### src/rtl/union_find_set_engine_assert.svh
// Assertion helpers for the union-find engine.
`ifndef UNION_FIND_SET_ENGINE_ASSERT_SVH
`define UNION_FIND_SET_ENGINE_ASSERT_SVH

// Checked on clk_i, off while reset is asserted.
`define UFS_ASSERT(name, prop, msg) \
  name: assert property (@(posedge clk_i) disable iff (!rst_ni) prop) else $error(msg);

// Checked on clk_i, also during reset.
`define UFS_ASSERT_ALWAYS(name, prop, msg) \
  name: assert property (@(posedge clk_i) prop) else $error(msg);

`endif

### src/rtl/ufs_pkg.sv
package ufs_pkg;

  localparam int unsigned ENTRIES = 1024;
  localparam int unsigned AW      = $clog2(ENTRIES);
  localparam int unsigned IDX_W   = 10;
  localparam int unsigned SIZE_W  = 11;

  localparam logic FUNC_FIND  = 1'b0;
  localparam logic FUNC_UNION = 1'b1;

  typedef logic [AW-1:0]     addr_t;
  typedef logic [IDX_W-1:0]  idx_t;
  typedef logic [SIZE_W-1:0] size_t;

  typedef enum logic [2:0] {
    ST_CLEAR,
    ST_IDLE,
    ST_WALK,
    ST_COMP,
    ST_FEND,
    ST_SZA,
    ST_SZB,
    ST_RES
  } ufs_state_e;

  typedef struct packed {
    logic clearing;
    logic idle;
  } ufs_stat_t;

  typedef struct packed {
    idx_t  root_index;
    size_t set_size;
    logic  merged;
  } ufs_res_t;

  // Out-of-range indexes saturate to the last entry.
  function automatic addr_t clamp_idx(input idx_t v);
    logic [31:0] w;
    w = 32'(v);
    if (w >= ENTRIES) begin
      return AW'(ENTRIES - 1);
    end
    return AW'(w);
  endfunction

endpackage

### src/rtl/ufs_if.sv
interface ufs_in_if;
  logic                valid;
  logic                ready;
  logic                func;
  ufs_pkg::idx_t       first_index;
  ufs_pkg::idx_t       second_index;

  modport source(output valid, output func, output first_index, output second_index,
                 input ready);
  modport sink(input valid, input func, input first_index, input second_index,
               output ready);
endinterface


### src/rtl/ufs_ctrl.sv
module ufs_ctrl (
  input  logic               clk_i,
  input  logic               rst_ni,
  ufs_in_if.sink             in_i,
  output logic               res_valid_o,
  input  logic               res_ready_i,
  output ufs_pkg::ufs_res_t  res_o,
  output ufs_pkg::ufs_stat_t stat_o,
  output logic               p_we_o,
  output ufs_pkg::addr_t     p_waddr_o,
  output ufs_pkg::addr_t     p_wdata_o,
  output ufs_pkg::addr_t     p_raddr_o,
  input  ufs_pkg::addr_t     p_rdata_i,
  output logic               s_we_o,
  output ufs_pkg::addr_t     s_waddr_o,
  output ufs_pkg::size_t     s_wdata_o,
  output ufs_pkg::addr_t     s_raddr_o,
  input  ufs_pkg::size_t     s_rdata_i
);

  ufs_pkg::ufs_state_e state_q, state_d;
  ufs_pkg::addr_t      clr_q, clr_d;
  logic                func_q, func_d;
  logic                pass_q, pass_d;
  ufs_pkg::addr_t      b_q, b_d;
  ufs_pkg::addr_t      node_q, node_d;
  ufs_pkg::addr_t      cur_q, cur_d;
  ufs_pkg::addr_t      root_q, root_d;
  ufs_pkg::addr_t      ra_q, ra_d;
  ufs_pkg::addr_t      rb_q, rb_d;
  ufs_pkg::size_t      sa_q, sa_d;
  ufs_pkg::ufs_res_t   res_q, res_d;
  ufs_pkg::addr_t      top, child;
  ufs_pkg::size_t      sum;

  // merge order: smaller set under larger, ties hang first root under second
  always_comb begin
    if (sa_q > s_rdata_i) begin
      top   = ra_q;
      child = rb_q;
    end else begin
      top   = rb_q;
      child = ra_q;
    end
    sum = ufs_pkg::size_t'(sa_q + s_rdata_i);
  end

  // next state
  always_comb begin
    state_d = state_q;
    case (state_q)
      ufs_pkg::ST_CLEAR: begin
        if (clr_q == ufs_pkg::AW'(ufs_pkg::ENTRIES - 1)) begin
          state_d = ufs_pkg::ST_IDLE;
        end
      end
      ufs_pkg::ST_IDLE: begin
        if (in_i.valid) begin
          state_d = ufs_pkg::ST_WALK;
        end
      end
      ufs_pkg::ST_WALK: begin
        if (p_rdata_i == cur_q) begin
          state_d = (node_q == cur_q) ? ufs_pkg::ST_FEND : ufs_pkg::ST_COMP;
        end
      end
      ufs_pkg::ST_COMP: begin
        if (p_rdata_i == root_q) begin
          state_d = ufs_pkg::ST_FEND;
        end
      end
      ufs_pkg::ST_FEND: begin
        if (!pass_q && func_q == ufs_pkg::FUNC_UNION) begin
          state_d = ufs_pkg::ST_WALK;
        end else begin
          state_d = ufs_pkg::ST_SZA;
        end
      end
      ufs_pkg::ST_SZA: begin
        state_d = (ra_q == rb_q) ? ufs_pkg::ST_RES : ufs_pkg::ST_SZB;
      end
      ufs_pkg::ST_SZB: begin
        state_d = ufs_pkg::ST_RES;
      end
      ufs_pkg::ST_RES: begin
        if (res_ready_i) begin
          state_d = ufs_pkg::ST_IDLE;
        end
      end
      default: state_d = ufs_pkg::ST_CLEAR;
    endcase
  end

  // datapath and memory ports
  always_comb begin
    clr_d     = clr_q;
    func_d    = func_q;
    pass_d    = pass_q;
    b_d       = b_q;
    node_d    = node_q;
    cur_d     = cur_q;
    root_d    = root_q;
    ra_d      = ra_q;
    rb_d      = rb_q;
    sa_d      = sa_q;
    res_d     = res_q;
    p_we_o    = 1'b0;
    p_waddr_o = cur_q;
    p_wdata_o = root_q;
    p_raddr_o = cur_q;
    s_we_o    = 1'b0;
    s_waddr_o = top;
    s_wdata_o = sum;
    s_raddr_o = ra_q;
    case (state_q)
      ufs_pkg::ST_CLEAR: begin
        p_we_o    = 1'b1;
        p_waddr_o = clr_q;
        p_wdata_o = clr_q;
        s_we_o    = 1'b1;
        s_waddr_o = clr_q;
        s_wdata_o = ufs_pkg::size_t'(1);
        clr_d     = clr_q + ufs_pkg::AW'(1);
      end
      ufs_pkg::ST_IDLE: begin
        p_raddr_o = ufs_pkg::clamp_idx(in_i.first_index);
        if (in_i.valid) begin
          func_d = in_i.func;
          b_d    = ufs_pkg::clamp_idx(in_i.second_index);
          node_d = ufs_pkg::clamp_idx(in_i.first_index);
          cur_d  = ufs_pkg::clamp_idx(in_i.first_index);
          pass_d = 1'b0;
        end
      end
      ufs_pkg::ST_WALK: begin
        if (p_rdata_i == cur_q) begin
          // root reached; restart at the node to compress the path
          root_d    = cur_q;
          cur_d     = node_q;
          p_raddr_o = node_q;
        end else begin
          cur_d     = p_rdata_i;
          p_raddr_o = p_rdata_i;
        end
      end
      ufs_pkg::ST_COMP: begin
        p_we_o    = 1'b1;
        p_waddr_o = cur_q;
        p_wdata_o = root_q;
        cur_d     = p_rdata_i;
        p_raddr_o = p_rdata_i;
      end
      ufs_pkg::ST_FEND: begin
        if (!pass_q && func_q == ufs_pkg::FUNC_UNION) begin
          ra_d      = root_q;
          pass_d    = 1'b1;
          node_d    = b_q;
          cur_d     = b_q;
          p_raddr_o = b_q;
        end else if (!pass_q) begin
          ra_d      = root_q;
          rb_d      = root_q;
          s_raddr_o = root_q;
        end else begin
          rb_d      = root_q;
          s_raddr_o = ra_q;
        end
      end
      ufs_pkg::ST_SZA: begin
        sa_d      = s_rdata_i;
        s_raddr_o = rb_q;
        res_d     = '{root_index: ufs_pkg::idx_t'(ra_q), set_size: s_rdata_i,
                      merged: 1'b0};
      end
      ufs_pkg::ST_SZB: begin
        p_we_o    = 1'b1;
        p_waddr_o = child;
        p_wdata_o = top;
        s_we_o    = 1'b1;
        s_waddr_o = top;
        s_wdata_o = sum;
        res_d     = '{root_index: ufs_pkg::idx_t'(top), set_size: sum, merged: 1'b1};
      end
      ufs_pkg::ST_RES: begin
      end
      default: begin
      end
    endcase
  end

  always_ff @(posedge clk_i or negedge rst_ni) begin
    if (!rst_ni) begin
      state_q <= ufs_pkg::ST_CLEAR;
      clr_q   <= '0;
      func_q  <= ufs_pkg::FUNC_FIND;
      pass_q  <= 1'b0;
    end else begin
      state_q <= state_d;
      clr_q   <= clr_d;
      func_q  <= func_d;
      pass_q  <= pass_d;
    end
  end

  always_ff @(posedge clk_i) begin
    b_q    <= b_d;
    node_q <= node_d;
    cur_q  <= cur_d;
    root_q <= root_d;
    ra_q   <= ra_d;
    rb_q   <= rb_d;
    sa_q   <= sa_d;
    res_q  <= res_d;
  end

  assign in_i.ready      = (state_q == ufs_pkg::ST_IDLE);
  assign res_valid_o     = (state_q == ufs_pkg::ST_RES);
  assign res_o           = res_q;
  assign stat_o.clearing = (state_q == ufs_pkg::ST_CLEAR);
  assign stat_o.idle     = (state_q == ufs_pkg::ST_IDLE);

endmodule
### src/flat_wrapper.sv
// flat-port wrapper written by rule: the top's interface ports become plain ports
module ufs_ctrl_flat 
  (clk_i, rst_ni, res_valid_o, res_ready_i, res_o, stat_o, p_we_o, p_waddr_o, p_wdata_o, p_raddr_o, p_rdata_i, s_we_o, s_waddr_o, s_wdata_o, s_raddr_o, s_rdata_i, in_i_valid, in_i_func, in_i_first_index, in_i_second_index, in_i_ready);
  ufs_in_if in_i_i ();
  input  logic clk_i;
  input  logic rst_ni;
  output logic res_valid_o;
  input  logic res_ready_i;
  output ufs_pkg::ufs_res_t res_o;
  output ufs_pkg::ufs_stat_t stat_o;
  output logic p_we_o;
  output ufs_pkg::addr_t p_waddr_o;
  output ufs_pkg::addr_t p_wdata_o;
  output ufs_pkg::addr_t p_raddr_o;
  input  ufs_pkg::addr_t p_rdata_i;
  output logic s_we_o;
  output ufs_pkg::addr_t s_waddr_o;
  output ufs_pkg::size_t s_wdata_o;
  output ufs_pkg::addr_t s_raddr_o;
  input  ufs_pkg::size_t s_rdata_i;
  input wire logic [$bits(in_i_i.valid)-1:0] in_i_valid;
  input wire logic [$bits(in_i_i.func)-1:0] in_i_func;
  input wire logic [$bits(in_i_i.first_index)-1:0] in_i_first_index;
  input wire logic [$bits(in_i_i.second_index)-1:0] in_i_second_index;
  output wire logic [$bits(in_i_i.ready)-1:0] in_i_ready;
  assign in_i_i.valid = in_i_valid;
  assign in_i_i.func = in_i_func;
  assign in_i_i.first_index = in_i_first_index;
  assign in_i_i.second_index = in_i_second_index;
  assign in_i_ready = in_i_i.ready;
  ufs_ctrl u_core (.clk_i(clk_i), .rst_ni(rst_ni), .in_i(in_i_i), .res_valid_o(res_valid_o), .res_ready_i(res_ready_i), .res_o(res_o), .stat_o(stat_o), .p_we_o(p_we_o), .p_waddr_o(p_waddr_o), .p_wdata_o(p_wdata_o), .p_raddr_o(p_raddr_o), .p_rdata_i(p_rdata_i), .s_we_o(s_we_o), .s_waddr_o(s_waddr_o), .s_wdata_o(s_wdata_o), .s_raddr_o(s_raddr_o), .s_rdata_i(s_rdata_i));
endmodule
### config.mk
export PLATFORM = sky130hd
export DESIGN_NAME = ufs_ctrl_flat
export DESIGN_NICKNAME = d
export VERILOG_FILES = /design/src/rtl/union_find_set_engine_assert.svh /design/src/rtl/ufs_pkg.sv /design/src/rtl/ufs_if.sv /design/src/rtl/ufs_ctrl.sv /design/src/flat_wrapper.sv
export SDC_FILE = /design/constraint.sdc
export NUM_CORES = 1
export LEC_CHECK = 0
export BUFFER_PORTS_ARGS = -buffer_cell sky130_fd_sc_hd__buf_2
export CORE_MARGIN = 2
export CORE_UTILIZATION = 40
export DETAILED_ROUTE_END_ITERATION = 6
export HOLD_SLACK_MARGIN = 0.02
export SLEW_MARGIN = 40
export SYNTH_ARGS = -nofsm -noshare
export SYNTH_HDL_FRONTEND = slang
export SYNTH_SLANG_ARGS = --single-unit
export TNS_END_PERCENT = 50
### constraint.sdc
create_clock -name clk_i -period 6.64 [get_ports clk_i]
set_input_delay 0.664 -clock clk_i [delete_from_list [all_inputs] [get_ports clk_i]]
set_output_delay 0.664 -clock clk_i [all_outputs]
set_load 0.02 [all_outputs]
# Word level (Yosys, flattened, before mapping)
# Index checks and enable logic that the tools add are counted.
[totals]
ff_bits = 108
latch_bits = 0
mem_bits_rw = 0
mem_bits_ro = 0
word_cells = 82
memories = 0
[classes]
n_addsub = 2
n_mul = 0
div = 0
n_lt_le_gt_ge = 1
eq_ne = 18
shift = 0
muxes = 32
n_bitwise = 1
reduce_logical = 14
[op_table]
columns = ["cell", "n"]
rows = [
  ["10-bit 2-to-1 mux", 10],
  ["10-bit case mux with 2 select lines", 4],
  ["10-bit case mux with 4 select lines", 2],
  ["22-bit case mux with 2 select lines", 1],
  ["10-bit equality test", 4],
  ["3-bit case mux with 8 select lines", 1],
  ["3-bit 2-to-1 mux", 7],
  ["3-bit equality test (second input constant)", 4],
  ["11-bit adder", 1],
  ["11-bit greater-than comparator", 1],
  ["11-bit 2-to-1 mux", 1],
  ["10-bit by 1-bit adder with 10-bit output (second input constant)", 1],
  ["10-bit equality test (second input constant)", 1],
  ["2-bit by 1-bit != test with 1-bit output (second input constant)", 5],
  ["2-bit AND reduction", 4],
  ["3-bit by 2-bit equality test with 1-bit output (second input constant)", 2],
  ["1-bit 2-to-1 mux", 5],
  ["5-bit AND reduction", 1],
  ["2-bit nonzero test", 2],
  ["4-bit nonzero test", 1],
  ["3-bit by 1-bit equality test with 1-bit output (second input constant)", 1],
  ["3-bit zero test", 1],
  ["3-bit AND reduction", 1],
  ["3-bit OR reduction", 1],
  ["other kinds (6)", 6],
]

# Depth between registers and ports, before layout
[depth]
depth_word = 4
ltp_mapped = 11

# Worst setup path before layout
# OpenSTA, ideal clock, no wires.
[synth_timing]
path_type = "input -> output"
start = "in s_rdata_i[5]"
end = "out p_waddr_o[8]"
arrival_time_ns = 2.922
path_slack_ns = 3.054
path_stages = 10
path_buffers = 2
path_cell_list = "inv_1 -> ha_1 -> clkbuf_1 -> and3_1 -> a221o_1 -> a2111oi_4 -> nor2_2 -> buf_4 -> mux2i_1 -> o21ai_0"
[synth_via]
elab_chain_len = 3
[synth_lines]
columns = ["item", "line_no", "rtl"]
rows = [
  ["start, declared", "flat_wrapper.sv:20", "input ufs_pkg::size_t s_rdata_i;"],
  ["11-bit greater-than comparator", "ufs_ctrl.sv:38", "if (sa_q > s_rdata_i) begin"],
  ["10-bit 2-to-1 mux", "ufs_ctrl.sv:38", ""],
  ["10-bit case mux with 2 select lines", "ufs_ctrl.sv:115", "case (state_q)"],
  ["end, declared", "flat_wrapper.sv:12", "output ufs_pkg::addr_t p_waddr_o;"],
]
# No other way between the ends.

# Worst setup path after layout
[layout_timing]
start = "reg u_core.state_q[2]"
end = "out p_raddr_o[8]"
[layout_via]
elab_chain_len = 2
word_cells_on_any_way = 5
[layout_lines]
columns = ["item", "line_no", "rtl"]
rows = [
  ["start, declared", "ufs_ctrl.sv:21", "ufs_pkg::ufs_state_e state_q, state_d;"],
  ["start signal, assigned", "ufs_ctrl.sv:193", "state_q <= ufs_pkg::ST_CLEAR;"],
  ["start signal, assigned", "ufs_ctrl.sv:198", "state_q <= state_d;"],
  ["3-bit equality test, or another cell as far along", "ufs_ctrl.sv:115", ""],
  ["10-bit case mux with 4 select lines (*)", "ufs_ctrl.sv:115", ""],
  ["end, declared", "flat_wrapper.sv:14", "output ufs_pkg::addr_t p_raddr_o;"],
]
# Every way passes the cells marked *; elsewhere a longest branch is shown, timed or not.

==> run metrics <==
status complete, no violations; Detailed Route Iter0 Violations 530; Filler Cell Count 1560; CTS tree yes; worst setup path class flip-flop to output port; dpl hpwl 13050 µm; Yosys top cell by area edfxtp_1; Synth Flop Type edfxtp_1; row cnt 46; share of layout cells above drive strength 1 25.00%; WP data required 5.98 ns; post-CTS setup repair buffer count 0; Slew @ Worst Pin 0.7620 ns; Max VDD drop 0.0002695 V; GRT Residual Overflow 0; Port Buffers 134; Bufs on Longest Clock Path 2; Async S/R FF share, synth 13.89%; Vias 5408; Clock Skews 0.01226 ns; Synth Area per Inst 10.24 µm²; Synth Register Bits 108; GPL Wtd Cong 0.9319; crit share post-route 63.30%; WL/cell 18.65 µm; vias per cell 5.518; setup ws final 2.437 ns; Post-Syn Area 6586 µm²; io pins 135; Final Util 48.37%; unrepaired setup endpoints after global routing false; DP Worst Slack 2.734 ns; Die Span Y 132.3 µm; Final Max Slew Viols 0; Slew Limit Headroom 49.01%; clock sinks 108; Synth Net Count 712; worst r2r src u_core.state_q[2]; Yosys top cell area share 42.40%; Worst setup EP type output port; crit path from u_core.state_q[2]; Power Dens Cells 382.9 nW/µm²; Critical Path Start Type flip-flop; first-pass GRT wire length 28950 µm; vias in the first global route 5236; DRT Pass-1 Iters 5; worst-path fanout max 23; area delta synth->final 17.50%; post-route ant nets 0; Hold-fix buffers, CTS 0; core area 16000 µm²; Initial Utilization 41.16%; Die Width 132.3 µm; largest net degree at the start of global routing 43; post-layout total power 2963 µW; Hold/Removal Path Class input pin to async pin; final net count 828; Setup violations, final 0; die area 17510 µm²; clk slew on worst S/H paths 0.08 ns; YS warnings 0; total CTS buffers 9; crit path DAT 3.54 ns; initial antenna violation count 0; Gates resized, CTS repair 0; leak pwr 0.003290 µW; Synth area leaders edfxtp_1 42%, nand2_1 5.8%, dfrtp_1 5.7%, xnor2_1 4.8%, mux2_2 4.3%; Mapped Cells 643; Post-synth EDFFs 93; min cycle time layout 4.203 ns; # diodes 0; setup_tns 0 ns; Routed WL 18270 µm; synth unique cells 51; Max-Cap Viols 0; final hold vios 0; Achievable Freq 0.2379 GHz; clk root buf clkbuf_16; Seq/Total Area, Yosys 48.10%; GRT Util Overall 20.93%; htree depth 3; residual DRC count 0; Clk Latency, worst-skew pair 0.35 ns
[flip-flops by register name, indices dropped and copies added (netlist names)]
register	flops
u_core.ra_q	10
u_core.rb_q	10
u_core.sa_q	11
u_core.node_q	10
u_core.b_q	10
u_core.root_q	10
u_core.cur_q	10
u_core.pass_q	1
u_core.func_q	1
u_core.res_o	22
u_core.clr_q	10
u_core.state_q	3
[power breakdown]
group	total (µW)	switching, µW	internal [µW]
Sequential	1090	189	901
Clock	548	255	293
Combinational	1330	863	463
[area by class of cell]
class | count | area, µm² | share of cell area (%)
clock buffers | 10 | 229.0 | 2.959
multi-input cells | 476 | 3194 | 41.28
flip-flops and latches | 108 | 3168 | 40.94
clock inverters | 6 | 63.81 | 0.8246
well taps | 216 | 270.3 | 3.492
repair buffers | 141 | 726.9 | 9.394
inverters | 23 | 86.33 | 1.116
[layer usage]
layer | vias up | track usage, % | wire length [µm]
met2 | 270 | 31.81 | 8223
met3 | 12 | 5.882 | 1634
li1 | 2554 | - | -
met5 | - | 0 | 0
met4 | 0 | 4.540 | 165
met1 | 2572 | 29.83 | 8251
[synth_stat cells (all sizes together) (2+ instances only)]
cell type,count
nand2,102
edfxtp,93
o21ai,52
nor2,42
xnor2,36
a22oi,34
clkbuf,30
mux2i,26
mux2,25
a21oi,24
inv,23
xor2,23
ha,22
dfrtp,15
nand3,9
nand4,8
nor2b,7
a211oi,6
buf,6
and2,5
nor4,5
a221o,4
a221oi,4
a222oi,4
nand3b,4
nor3,4
a21o,3
and3,3
nand2b,3
o211ai,3
o21bai,3
o21a,2
or3,2
[critical path, stage by stage, from the launching register on]
cell and delay, ns:
dfrtp_1 0.75, nor2b_1 0.28, nand2b_1 0.43, inv_2 0.58, and2_1 0.49, a221oi_1 0.19
a211oi_1 0.26, buf_2 0.21
[worst paths after layout]
kind / end / slack [ns] / cells past startpoint
max reg2reg: u_core.cur_q[5] / 3.55 / 6
min: u_core.state_q[0] / 0.23 / 1
max in group asynchronous: u_core.state_q[1] / 6.13 / 1
min reg2reg: u_core.func_q / 0.51 / 1
min in group clk_i: u_core.b_q[6] / 0.48 / 1
max: p_raddr_o[8] / 2.44 / 7
[layout by cell type, fill, tap and decap left out, types with 4 or more instances in the layout]
cell type and instances:
dfrtp_1 15, o21ai_0 46, nand3b_1 4, nor2b_1 7, o21ai_1 4, a222oi_1 4, a221o_1 4, nor3_1 4
nand3_1 9, xor2_1 23, mux2_2 25, a221oi_1 4, a22oi_1 34, ha_1 22, clkbuf_16 9, nor4_1 5
a21oi_1 24, inv_1 21, nand4_1 8, xnor2_1 36, buf_2 134, and2_1 4, mux2i_1 26, edfxtp_1 93
a211oi_1 6, buf_4 6, nor2_1 39, nand2_1 102
[stage by stage]
| step | cell area (µm²) | hold WS (ns) | cells |
|---|---|---|---|
| after floorplan | 6586 | 0.3684 | 643 |
| after global placement | 7427 | 0.4847 | 963 |
| after detailed placement | 7432 | 0.4967 | 963 |
| after CTS | 7725 | 0.2207 | 979 |
| after global routing | 7739 | 0.2295 | 980 |
| final | 7739 | 0.2253 | 980 |
[cells by family after synthesis]
| kind of cell | count (synthesis) | synth area share, % |
|---|---|---|
| xor gates and xnor gates | 59 | 7.846 |
| and+or+nand+nor | 197 | 13.17 |
| AOI/OAI and AO/OA | 146 | 14.55 |
| buffers and inverters | 59 | 3.628 |
| DFF | 108 | 48.10 |
| adders and majority gates | 23 | 4.483 |
| muxes | 51 | 8.226 |
Note: power is estimated with default switching activity, not from simulation.
